$ cat config.mk
export PLATFORM = sky130hd
export DESIGN_NAME = remote_frame_to_rate_limited_velocity
export DESIGN_NICKNAME = d
export VERILOG_FILES = /design/src/hw/rtl/rfrv_pkg.sv /design/src/hw/rtl/rfrv_unpack_mul.sv /design/src/hw/rtl/rfrv_recip_div.sv /design/src/hw/rtl/rfrv_slew.sv /design/src/hw/rtl/remote_frame_to_rate_limited_velocity.sv
export SDC_FILE = /design/constraint.sdc
export NUM_CORES = 2
export LEC_CHECK = 0
export BUFFER_PORTS_ARGS = -buffer_cell sky130_fd_sc_hd__clkbuf_2
export CAP_MARGIN = 20
export CELL_PAD_IN_SITES_DETAIL_PLACEMENT = 1
export CELL_PAD_IN_SITES_GLOBAL_PLACEMENT = 1
export CORE_MARGIN = 2
export CORE_UTILIZATION = 52
export DETAILED_ROUTE_END_ITERATION = 10
export GPL_TIMING_DRIVEN = 1
export PLACE_DENSITY = 0.84
export SYNTH_ARGS = -nofsm -noshare
export SYNTH_HDL_FRONTEND = slang
export SYNTH_SLANG_ARGS = --single-unit
$ cat constraint.sdc
create_clock -name clk -period 8.6 [get_ports clk]
set_input_delay 2.15 -clock clk [delete_from_list [all_inputs] [get_ports clk]]
set_output_delay 2.15 -clock clk [all_outputs]
set_load 0.02 [all_outputs]
$ cat src/hw/rtl/rfrv_pkg.sv
// Package for the remote frame to rate-limited velocity block.
// Holds widths, constants, register indexes and the pipeline stage types.
`default_nettype none

package rfrv_pkg;

    localparam int FRAME_W   = 56;
    localparam int RAW_W     = 11;
    localparam int MAG_W     = 11;
    localparam int SCALE_W   = 12;
    localparam int STEP_W    = 15;
    localparam int PROD_W    = MAG_W + SCALE_W;
    localparam int QUOT_W    = 14;
    localparam int VEL_W     = QUOT_W + 1;
    localparam int SW_W      = 2;
    localparam int BTN_W     = 6;
    localparam int CFG_W     = 15;
    localparam int CFG_IDX_W = 2;

    localparam logic [RAW_W-1:0] STICK_BIAS = 11'd660;

    // Division by 660 as a multiply by ceil(2^32 / 660) and a shift by 32.
    // The result is exact for every product below 2^32 / 524.
    localparam int RECIP_SHIFT = 2 * PROD_W - QUOT_W;
    localparam logic [PROD_W-1:0] RECIP_MUL = 23'd6507527;

    localparam logic [CFG_IDX_W-1:0] CFG_SLEW_STEP         = 2'd0;
    localparam logic [CFG_IDX_W-1:0] CFG_TRANSLATION_SCALE = 2'd1;
    localparam logic [CFG_IDX_W-1:0] CFG_YAW_SCALE         = 2'd2;

    localparam logic [STEP_W-1:0]  SLEW_STEP_RESET         = 15'd500;
    localparam logic [SCALE_W-1:0] TRANSLATION_SCALE_RESET = 12'd3000;
    localparam logic [SCALE_W-1:0] YAW_SCALE_RESET         = 12'd5;

    localparam logic [SW_W-1:0] SW_UP   = 2'd1;
    localparam logic [SW_W-1:0] SW_DOWN = 2'd2;
    localparam logic [SW_W-1:0] SW_NONE = 2'd0;

    typedef enum logic [1:0] {
        MODE_STANDBY,
        MODE_MANUAL,
        MODE_AUTO,
        MODE_TEST
    } mode_t;

    typedef struct packed {
        mode_t            mode;
        logic [SW_W-1:0]  sw4;
        logic [BTN_W-1:0] buttons;
    } side_t;

    typedef struct packed {
        logic              neg;
        logic [PROD_W-1:0] mag;
    } prod_t;

    typedef struct packed {
        prod_t x;
        prod_t y;
        prod_t yaw;
        side_t side;
    } bstage_t;

    typedef struct packed {
        logic signed [VEL_W-1:0] x;
        logic signed [VEL_W-1:0] y;
        logic signed [VEL_W-1:0] yaw;
        side_t                   side;
    } cstage_t;

endpackage

`default_nettype wire

$ cat src/hw/rtl/rfrv_unpack_mul.sv
// Frame unpack stage: stick fields, switch decode, buttons, and stick times scale.
// Depends on rfrv_pkg.
`default_nettype none

module rfrv_unpack_mul
    import rfrv_pkg::*;
(
    input  wire logic               clk,
    input  wire logic               load,
    input  wire logic [FRAME_W-1:0] frame,
    input  wire logic [SCALE_W-1:0] translation_scale,
    input  wire logic [SCALE_W-1:0] yaw_scale,
    output bstage_t                 stage_reg
);

    logic [RAW_W-1:0] raw_x;
    logic [RAW_W-1:0] raw_y;
    logic [RAW_W-1:0] raw_yaw;
    logic [SW_W-1:0]  sw1;
    logic [SW_W-1:0]  sw2;
    logic             neg_x;
    logic             neg_y;
    logic             neg_yaw;
    logic [MAG_W-1:0] mag_x;
    logic [MAG_W-1:0] mag_y;
    logic [MAG_W-1:0] mag_yaw;
    mode_t            mode;
    bstage_t          stage_next;

    assign raw_x   = frame[55:45];
    assign raw_y   = frame[44:34];
    assign raw_yaw = frame[33:23];
    assign sw1     = frame[22:21];
    assign sw2     = frame[20:19];

    always_comb
    begin
        neg_x   = raw_x > STICK_BIAS;
        mag_x   = neg_x ? raw_x - STICK_BIAS : STICK_BIAS - raw_x;
        neg_y   = raw_y < STICK_BIAS;
        mag_y   = neg_y ? STICK_BIAS - raw_y : raw_y - STICK_BIAS;
        neg_yaw = raw_yaw > STICK_BIAS;
        mag_yaw = neg_yaw ? raw_yaw - STICK_BIAS : STICK_BIAS - raw_yaw;
    end

    always_comb
    begin
        priority if (sw1 == SW_UP && sw2 == SW_UP)
            mode = MODE_MANUAL;
        else if (sw1 == SW_DOWN && sw2 == SW_DOWN)
            mode = MODE_AUTO;
        else if (sw1 == SW_UP && sw2 == SW_DOWN)
            mode = MODE_TEST;
        else
            mode = MODE_STANDBY;
    end

    always_comb
    begin
        stage_next.x.neg        = neg_x;
        stage_next.x.mag        = PROD_W'(mag_x) * PROD_W'(translation_scale);
        stage_next.y.neg        = neg_y;
        stage_next.y.mag        = PROD_W'(mag_y) * PROD_W'(translation_scale);
        stage_next.yaw.neg      = neg_yaw;
        stage_next.yaw.mag      = PROD_W'(mag_yaw) * PROD_W'(yaw_scale);
        stage_next.side.mode    = mode;
        stage_next.side.sw4     = frame[16:15];
        stage_next.side.buttons = {frame[7], frame[8], frame[9],
                                   frame[10], frame[11], frame[12]};
    end

    always_ff @(posedge clk)
    begin
        if (load)
        begin
            stage_reg <= stage_next;
        end
    end

endmodule

`default_nettype wire

$ cat src/hw/rtl/rfrv_recip_div.sv
// Division stage: scaled stick products divided by 660 and given their sign.
// Depends on rfrv_pkg.
`default_nettype none

module rfrv_recip_div
    import rfrv_pkg::*;
(
    input  wire logic    clk,
    input  wire logic    load,
    input  wire bstage_t stage_in,
    output cstage_t      stage_reg
);

    cstage_t stage_next;

    function automatic logic signed [VEL_W-1:0] recip_target(prod_t p);
        logic [2*PROD_W-1:0] full;
        logic [VEL_W-1:0]    quot;
        full = {{PROD_W{1'b0}}, p.mag} * {{PROD_W{1'b0}}, RECIP_MUL};
        quot = {1'b0, full[RECIP_SHIFT +: QUOT_W]};
        recip_target = p.neg ? VEL_W'(-quot) : quot;
    endfunction

    always_comb
    begin
        stage_next.x    = recip_target(stage_in.x);
        stage_next.y    = recip_target(stage_in.y);
        stage_next.yaw  = recip_target(stage_in.yaw);
        stage_next.side = stage_in.side;
    end

    always_ff @(posedge clk)
    begin
        if (load)
        begin
            stage_reg <= stage_next;
        end
    end

endmodule

`default_nettype wire

$ cat src/hw/rtl/rfrv_slew.sv
// Result stage: slew limit against the previous output, sticky test submode.
// The output registers double as the previous-value state. Depends on rfrv_pkg.
`default_nettype none

module rfrv_slew
    import rfrv_pkg::*;
(
    input  wire logic                  clk,
    input  wire logic                  rst_n,
    input  wire logic                  load,
    input  wire cstage_t               stage_in,
    input  wire logic [STEP_W-1:0]     slew_step,
    output logic signed [VEL_W-1:0]    velocity_x_reg,
    output logic signed [VEL_W-1:0]    velocity_y_reg,
    output logic signed [VEL_W-1:0]    velocity_yaw_reg,
    output mode_t                      mode_reg,
    output logic [SW_W-1:0]            submode_reg,
    output logic [BTN_W-1:0]           buttons_reg
);

    logic signed [VEL_W-1:0] velocity_x_next;
    logic signed [VEL_W-1:0] velocity_y_next;
    logic signed [VEL_W-1:0] velocity_yaw_next;
    logic [SW_W-1:0]         submode_next;

    function automatic logic signed [VEL_W-1:0] slew_limit(
        logic signed [VEL_W-1:0] target,
        logic signed [VEL_W-1:0] last,
        logic [STEP_W-1:0]       step
    );
        logic signed [VEL_W+1:0] target_w;
        logic signed [VEL_W+1:0] last_w;
        logic signed [VEL_W+1:0] diff;
        logic signed [VEL_W+1:0] lim;
        logic signed [VEL_W+1:0] result;
        target_w = (VEL_W+2)'(target);
        last_w   = (VEL_W+2)'(last);
        diff     = target_w - last_w;
        lim      = {{(VEL_W+2-STEP_W){1'b0}}, step};
        priority if (diff > lim)
            result = last_w + lim;
        else if (diff < -lim)
            result = last_w - lim;
        else
            result = target_w;
        slew_limit = result[VEL_W-1:0];
    endfunction

    always_comb
    begin
        velocity_x_next   = slew_limit(stage_in.x, velocity_x_reg, slew_step);
        velocity_y_next   = slew_limit(stage_in.y, velocity_y_reg, slew_step);
        velocity_yaw_next = slew_limit(stage_in.yaw, velocity_yaw_reg, slew_step);
        submode_next      = (stage_in.side.sw4 != SW_NONE) ? stage_in.side.sw4 : submode_reg;
    end

    always_ff @(posedge clk or negedge rst_n)
    begin
        if (!rst_n)
        begin
            velocity_x_reg   <= '0;
            velocity_y_reg   <= '0;
            velocity_yaw_reg <= '0;
            submode_reg      <= SW_NONE;
        end
        else if (load)
        begin
            velocity_x_reg   <= velocity_x_next;
            velocity_y_reg   <= velocity_y_next;
            velocity_yaw_reg <= velocity_yaw_next;
            submode_reg      <= submode_next;
        end
    end

    always_ff @(posedge clk)
    begin
        if (load)
        begin
            mode_reg    <= stage_in.side.mode;
            buttons_reg <= stage_in.side.buttons;
        end
    end

endmodule

`default_nettype wire

$ cat src/hw/rtl/remote_frame_to_rate_limited_velocity.sv
// Top level of the remote frame to rate-limited velocity block.
// Depends on rfrv_pkg, rfrv_unpack_mul, rfrv_recip_div and rfrv_slew.
//
// Usage: a remote-control frame (bytes 1 to 7) enters on the input channel
// (in_valid, in_stall, frame_bytes) and one result leaves on the output
// channel (out_valid, out_stall and the six result fields) for every frame.
// A transaction completes on a rising edge where valid is high and stall is low.
// The block is a four-register pipeline: input register, stick times scale,
// division by 660 through a reciprocal multiply, and slew limiting.
// A frame passes these stages in order, and one frame is taken every cycle
// while the output side keeps up.
// When the receiver stalls, the result stays in the output register and the
// stages behind it keep filling; in_stall rises only once every stage holds
// a frame. The slew limit compares against the previously delivered velocity.
// Reset clears all stages, sets the previous velocities and the held test
// submode to zero and loads the register defaults (slew step 500,
// translation scale 3000, yaw scale 5). Configuration writes through
// cfg_we, cfg_index and cfg_data take effect at once; index 3 is ignored.
`default_nettype none

module remote_frame_to_rate_limited_velocity
    import rfrv_pkg::*;
(
    input  wire logic                  clk,
    input  wire logic                  rst_n,
    input  wire logic                  cfg_we,
    input  wire logic [CFG_IDX_W-1:0]  cfg_index,
    input  wire logic [CFG_W-1:0]      cfg_data,
    input  wire logic                  in_valid,
    output logic                       in_stall,
    input  wire logic [FRAME_W-1:0]    frame_bytes,
    output logic                       out_valid,
    input  wire logic                  out_stall,
    output logic signed [VEL_W-1:0]    velocity_x,
    output logic signed [VEL_W-1:0]    velocity_y,
    output logic signed [VEL_W-1:0]    velocity_yaw,
    output logic [1:0]                 chassis_mode,
    output logic [SW_W-1:0]            test_submode,
    output logic [BTN_W-1:0]           button_bits
);

    logic [STEP_W-1:0]  slew_step_reg;
    logic [SCALE_W-1:0] translation_scale_reg;
    logic [SCALE_W-1:0] yaw_scale_reg;

    logic               a_valid_reg;
    logic               b_valid_reg;
    logic               c_valid_reg;
    logic               o_valid_reg;
    logic               a_valid_next;
    logic               b_valid_next;
    logic               c_valid_next;
    logic               o_valid_next;
    logic               free_a;
    logic               free_b;
    logic               free_c;
    logic               free_o;
    logic [FRAME_W-1:0] frame_reg;

    bstage_t            b_stage;
    cstage_t            c_stage;
    mode_t              mode_out;

    always_ff @(posedge clk or negedge rst_n)
    begin
        if (!rst_n)
        begin
            slew_step_reg         <= SLEW_STEP_RESET;
            translation_scale_reg <= TRANSLATION_SCALE_RESET;
            yaw_scale_reg         <= YAW_SCALE_RESET;
        end
        else if (cfg_we)
        begin
            unique case (cfg_index)
                CFG_SLEW_STEP:         slew_step_reg         <= cfg_data[STEP_W-1:0];
                CFG_TRANSLATION_SCALE: translation_scale_reg <= cfg_data[SCALE_W-1:0];
                CFG_YAW_SCALE:         yaw_scale_reg         <= cfg_data[SCALE_W-1:0];
                default:               ;
            endcase
        end
    end

    always_comb
    begin
        free_o       = !o_valid_reg || !out_stall;
        free_c       = !c_valid_reg || free_o;
        free_b       = !b_valid_reg || free_c;
        free_a       = !a_valid_reg || free_b;
        a_valid_next = free_a ? in_valid    : a_valid_reg;
        b_valid_next = free_b ? a_valid_reg : b_valid_reg;
        c_valid_next = free_c ? b_valid_reg : c_valid_reg;
        o_valid_next = free_o ? c_valid_reg : o_valid_reg;
    end

    always_ff @(posedge clk or negedge rst_n)
    begin
        if (!rst_n)
        begin
            a_valid_reg <= 1'b0;
            b_valid_reg <= 1'b0;
            c_valid_reg <= 1'b0;
            o_valid_reg <= 1'b0;
        end
        else
        begin
            a_valid_reg <= a_valid_next;
            b_valid_reg <= b_valid_next;
            c_valid_reg <= c_valid_next;
            o_valid_reg <= o_valid_next;
        end
    end

    always_ff @(posedge clk)
    begin
        if (free_a && in_valid)
        begin
            frame_reg <= frame_bytes;
        end
    end

    rfrv_unpack_mul u_unpack_mul (
        .clk               (clk),
        .load              (free_b && a_valid_reg),
        .frame             (frame_reg),
        .translation_scale (translation_scale_reg),
        .yaw_scale         (yaw_scale_reg),
        .stage_reg         (b_stage)
    );

    rfrv_recip_div u_recip_div (
        .clk       (clk),
        .load      (free_c && b_valid_reg),
        .stage_in  (b_stage),
        .stage_reg (c_stage)
    );

    rfrv_slew u_slew (
        .clk              (clk),
        .rst_n            (rst_n),
        .load             (free_o && c_valid_reg),
        .stage_in         (c_stage),
        .slew_step        (slew_step_reg),
        .velocity_x_reg   (velocity_x),
        .velocity_y_reg   (velocity_y),
        .velocity_yaw_reg (velocity_yaw),
        .mode_reg         (mode_out),
        .submode_reg      (test_submode),
        .buttons_reg      (button_bits)
    );

    assign chassis_mode = mode_out;
    assign in_stall     = !free_a;
    assign out_valid    = o_valid_reg;

endmodule

`default_nettype wire

# Yosys cells after proc, flatten, opt, wreduce, memory -nomap -nowiden
# Index checks and enable logic that the tools add are counted.
# classes
add_sub_neg	19
n_mul	6
n_div	0
order_cmp	9
n_eq_ne	6
n_shift	0
mux	14
bitwise	0
reduce_logical	23
# op_table
op	n
$mul A23 B23 Y46 const B	3
$mux W15	6
$mul A11 B12 Y23	3
$gt A17 B16 Y1	3
$lt A17 B17 Y1	3
$sub A15 B15 Y16	3
$add A15 B15 Y15	3
$neg A14 Y15	3
$sub A15 B15 Y15	3
$mux W14	3
$mux W11	3
$sub A10 B11 Y11 const A	3
$sub A11 B10 Y11 const B	3
$gt A11 B10 Y1 const B	2
$neg A15 Y17	1
$lt A11 B10 Y1 const B	1
$reduce_and A2 Y1	4
$logic_and A1 B1 Y1	7
$eq A2 B1 Y1 const B	3
$eq A2 B2 Y1 const B	3
$logic_not A1 Y1	6
$logic_or A1 B1 Y1	4
$mux W2	2
$logic_not A2 Y1	1
$reduce_bool A2 Y1	1
# totals
reg_bits	291
latchBits	0
ram_bits	0
rom_bits	0
inputBits	78
out_inout_bits	57
n_memories	0

# Logic depth before layout (Yosys ltp)
# logic_depth
word_depth	6
depth_mapped	35
ltp_nobuf	32

# By module
# A second synthesis with hierarchy kept.
# hier_totals
cells_unflattened	6256
area_unflattened_um2	58538.6
# modules_own_cells
mod	instances	cells_per_inst	area_each_um2	seq_area_each_um2
rfrv_recip_div	1	2771	27002.1	1651.6
rfrv_unpack_mul	1	1886	17133.9	2462.4
rfrv_slew	1	1443	11051.8	1416.4
remote_frame_to_rate_limited_velocity	1	156	3350.7	2776.4

# Worst setup path after synthesis
# OpenSTA, ideal clock, no wires.
# synth_path
path_type	reg2reg
start	register frame_reg[23]
end	register u_unpack_mul.stage_reg[31] (netlist name), data pin
setup_time_ns	0.266
t_arrival_ns	6.866
required_time_ns	8.334
slack_ns	1.468
path_stages_with_launch	31
path_buffers	2
synth_period_minus_slack_ns	7.132
cell_sequence	edfxtp_1 -> clkbuf_1 -> inv_1 -> ha_1 -> nand2_1 -> nor2_1 -> nand4_1 -> a31oi_1 -> clkinv_1 -> o21ai_0 -> nand2_1 -> nor2_1 -> mux2_2 -> a22oi_1 -> nor2b_1 -> clkbuf_1 -> and2_1 -> fa_1 -> inv_1 -> fa_1 -> inv_1 -> fa_1 -> fa_1 -> fa_1 -> ha_1 -> or3_1 -> o311a_1 -> o21a_1 -> o21a_1 -> o41ai_1 -> xnor2_1
# synth_lines
item	line	source
from (decl)	remote_frame_to_rate_limited_velocity.sv:58	logic [FRAME_W-1:0] frame_reg;
from (signal assigned)	remote_frame_to_rate_limited_velocity.sv:117	frame_reg <= frame_bytes;
to (signal assigned)	rfrv_unpack_mul.sv:76	stage_reg <= stage_next;
to (decl)	rfrv_unpack_mul.sv:13	output bstage_t stage_reg

==> summary.log <==
INFO  timing         fin_tns_setup=0ns
INFO  synthesis      yosysUniqueCellTypes=88
INFO  hold_path      hold_class=register to register
INFO  setup_path     critical_path_peak_fanout=6
INFO  clock_network  max-clock-path-buffers=3
INFO  route          wl_per_cell=24.3um
INFO  setup_path     r2r_slack=0.49ns
INFO  route          drt_pre_antenna_iters=10
INFO  floorplanning  horizontal_extent_of_the_die=330um
INFO  clock_network  tritoncts_clock_tree=built
INFO  clock_network  register_clock_pin_slew_on_the_reported_worst_setup_and_hold_paths=0.06ns
INFO  synthesis      edff_count_synth=190
INFO  synthesis      synth_area=55400um^2
INFO  floorplanning  floorplan_die_area=109000um^2
INFO  setup_path     critPathLaunchType=register
INFO  setup_path     crit_required=8.98ns
INFO  placed_design  portBuffers=123
INFO  synthesis      synth-async-reset-ratio=32.1%
INFO  grt            grt_antenna_before_repair=8
INFO  timing         max_freq=123MHz
INFO  layout         mostFrequentLayoutCell=sky130_fd_sc_hd__inv_1
INFO  timing         slew-limit-headroom=33.4%
INFO  route          detail-route-antenna-nets=0
INFO  route          initialDrtViolationCount=2555
INFO  route          via_per_inst=5.90
INFO  floorplanning  floorplan.core_area=105000um^2
INFO  floorplanning  io_pins=135
INFO  clock_network  cts-hold-fix-buffers=0
INFO  grt            grt.overflow.total=0
INFO  layout         largest_reg_flops=82
INFO  clock_network  clk-insertion-delay-late=0.65ns
INFO  timing         final_min_period_over_clock_period=94.2%
INFO  synthesis      synth_cells=5792
INFO  floorplanning  number_of_core_rows=119
INFO  grt            globalRouteTotalUtil=32.9%
INFO  clock_network  numCtsBuffers=41
INFO  layout         drive_above_1_share=5.67%
INFO  grt            largest_net_degree_at_the_start_of_global_routing=73
INFO  job            drv.max_cap_violation_count=0
INFO  outcome        violations_in_the_final_reports=design-rule violations
INFO  timing         total_count_of_max_transition_violations_in_the_final_report=0
INFO  route          route.vias.total=43.1k
INFO  synthesis      count_of_synthesis_stage_warnings_from_yosys=0
INFO  placed_design  place_hpwl=145000um
INFO  clock_network  number_of_clock_sinks_seen_by_cts=280
INFO  outcome        outcome=finished with violations
INFO  synthesis      avg_inst_size_synth=9.56um^2
INFO  route          route.final.wire_length=178000um
INFO  route          number_of_remaining_drc_errors=18
INFO  synthesis      synth_fp_nets=7691
INFO  timing         hold_viol_final=0
INFO  timing         finalSetupViolCount=0
INFO  setup_path     crit_path_end_kind=register
INFO  clock_network  h_tree_levels=2
INFO  layout         area_growth=6.76%
INFO  layout         final_cell_mix=sky130_fd_sc_hd__inv_1 (1254), sky130_fd_sc_hd__ha_1 (1104), sky130_fd_sc_hd__fa_1 (717)
INFO  grt            first_global_vias=49.4k
INFO  layout         final_nets=7789
INFO  setup_path     crit_arrival=8.49ns
INFO  placed_design  gpl_wtd_cong=0.952
INFO  synthesis      sequential_to_total_area_share_from_yosys_stat=14.4%
INFO  floorplanning  effective_utilization_at_floorplan=52.5%
INFO  synthesis      post_synthesis_sequential_element_count=280
INFO  grt            grt_pass1_wl=276000um
INFO  timing         worst_skew=0.0327ns
INFO  timing         timing_worst_slew_pin_value=0.992ns
INFO  clock_network  cts-root-buf=sky130_fd_sc_hd__clkbuf_16
INFO  setup_path     timing.setup.critical_path_class=register to register
INFO  floorplanning  die_h=330um
INFO  synthesis      synth_ff_type=sky130_fd_sc_hd__edfxtp_1
INFO  timing         fin_crit=8.11ns
INFO  timing         rsz0062_at_grt=false
-- cell families after synthesis --
kind of cell             count (synthesis)  synth area share, %
adder cells (fa/ha/maj)               1821                 50.9
buffers and inverters                 1373                 9.31
AND/OR/NAND/NOR                       1179                 10.7
AO/OA/AOI/OAI                          881                 10.5
flip-flops                             280                 14.4
XOR/XNOR                               217                 3.43
multiplexers                            41                0.805
-- cells in the mapped netlist (13+ instances only) --
cell,instances,share of area [%]
sky130_fd_sc_hd__nor3_1,56,0.51
sky130_fd_sc_hd__or2_2,18,0.20
sky130_fd_sc_hd__a21oi_1,226,2.0
sky130_fd_sc_hd__fa_1,717,26
sky130_fd_sc_hd__o21bai_1,31,0.42
sky130_fd_sc_hd__nor2_1,184,1.2
sky130_fd_sc_hd__nor2b_1,88,0.99
sky130_fd_sc_hd__or3_1,20,0.23
sky130_fd_sc_hd__a21o_1,90,1.2
sky130_fd_sc_hd__and3_1,32,0.36
sky130_fd_sc_hd__xor2_1,53,0.84
sky130_fd_sc_hd__a21boi_0,17,0.23
sky130_fd_sc_hd__nand2_1,374,2.5
sky130_fd_sc_hd__edfxtp_1,190,10
sky130_fd_sc_hd__o21ai_0,205,1.9
sky130_fd_sc_hd__a221o_1,18,0.33
sky130_fd_sc_hd__inv_1,1254,8.5
sky130_fd_sc_hd__clkbuf_1,109,0.74
sky130_fd_sc_hd__o21a_1,45,0.61
sky130_fd_sc_hd__a22oi_1,14,0.19
sky130_fd_sc_hd__o31ai_1,26,0.35
sky130_fd_sc_hd__a31oi_1,27,0.31
sky130_fd_sc_hd__and2_1,214,2.4
sky130_fd_sc_hd__ha_1,1104,25
sky130_fd_sc_hd__nand2b_1,58,0.66
sky130_fd_sc_hd__nand4_1,24,0.27
sky130_fd_sc_hd__o221ai_1,17,0.27
sky130_fd_sc_hd__mux2i_1,13,0.24
sky130_fd_sc_hd__dfstp_2,15,0.71
sky130_fd_sc_hd__xnor2_1,164,2.6
sky130_fd_sc_hd__dfrtp_1,75,3.4
sky130_fd_sc_hd__mux2_2,28,0.57
sky130_fd_sc_hd__a211oi_1,14,0.19
sky130_fd_sc_hd__o211ai_1,26,0.35
sky130_fd_sc_hd__nand3_1,62,0.56
-- worst max-delay path, stage by stage (launching register included) --
cell                        delay (ns)
sky130_fd_sc_hd__edfxtp_1         0.54
sky130_fd_sc_hd__ha_1             0.40
sky130_fd_sc_hd__xor2_1           0.33
sky130_fd_sc_hd__ha_1             0.32
sky130_fd_sc_hd__fa_1             0.53
sky130_fd_sc_hd__fa_1             0.44
sky130_fd_sc_hd__fa_1             0.53
sky130_fd_sc_hd__fa_1             0.43
sky130_fd_sc_hd__fa_1             0.47
sky130_fd_sc_hd__ha_1             0.33
sky130_fd_sc_hd__and3_1           0.21
sky130_fd_sc_hd__a221o_1          0.41
sky130_fd_sc_hd__a2111oi_1        0.58
sky130_fd_sc_hd__o221ai_1         0.40
sky130_fd_sc_hd__a21oi_2          0.33
sky130_fd_sc_hd__a21oi_1          0.13
sky130_fd_sc_hd__xor2_1           0.21
sky130_fd_sc_hd__nor4_1           0.51
sky130_fd_sc_hd__nand3_1          0.22
sky130_fd_sc_hd__o31ai_1          0.39
sky130_fd_sc_hd__xnor2_1          0.15
-- area by class of cell --
class	instances	area, um^2
clock inverter	26	295
antenna	2	5.00
multi-input combinational	4139	42300
tap	1391	1740
fill	12000	46300
inverter	1256	4710
clock buffer	49	1110
timing repair buffer	172	986
sequential	280	7980
-- repair_timing --
item                                    4_1_cts  5_1_grt
setup buffers                                 0        0
resized for setup                             0        5
endpoints found under the setup margin        0        6
endpoints found under the hold margin         0        0
-- per-stage QoR --
step	instance area [um^2]	instances	util [%]	hold slack, ns	worst slack [ns]
2_1_floorplan	55400	5792	-	0.400	1.47
3_3_place_gp	57600	7235	54.7	0.400	0.727
3_5_place_dp	57600	7235	54.7	0.407	0.285
4_1_cts	59100	7310	56.0	0.419	0.279
5_1_grt	59100	7314	56.1	0.423	0.0265
6_report	59100	7315	56.1	0.418	0.495
-- path summary, 6_finish.rpt --
kind | from | end | cells past startpoint
worst min-delay path | frame_reg[12] | u_unpack_mul.stage_reg[0] | 0
worst max-delay path | u_unpack_mul.stage_reg[36] | u_recip_div.stage_reg[36] | 20
worst min register to register | frame_reg[12] | u_unpack_mul.stage_reg[0] | 0
max in group asynchronous | rst_n | translation_scale_reg[10] | 2
min in group asynchronous | rst_n | u_slew.velocity_x_reg[12] | 1
worst max register to register | u_unpack_mul.stage_reg[36] | u_recip_div.stage_reg[36] | 20
-- per-layer routing --
metal / routed length, um / vias to the layer above / track usage (%)
met1: 69800 / 22000 / 39.0
met4: 9700 / 2 / 15.9
met5: 17 / - / 0
li1: - / 19100 / -
met3: 10600 / 553 / 5.45
met2: 87500 / 1421 / 57.9
Power is left out: the tool's default activity adds up to more than one toggle a clock period on the data nets, which glitch-free logic cannot reach.
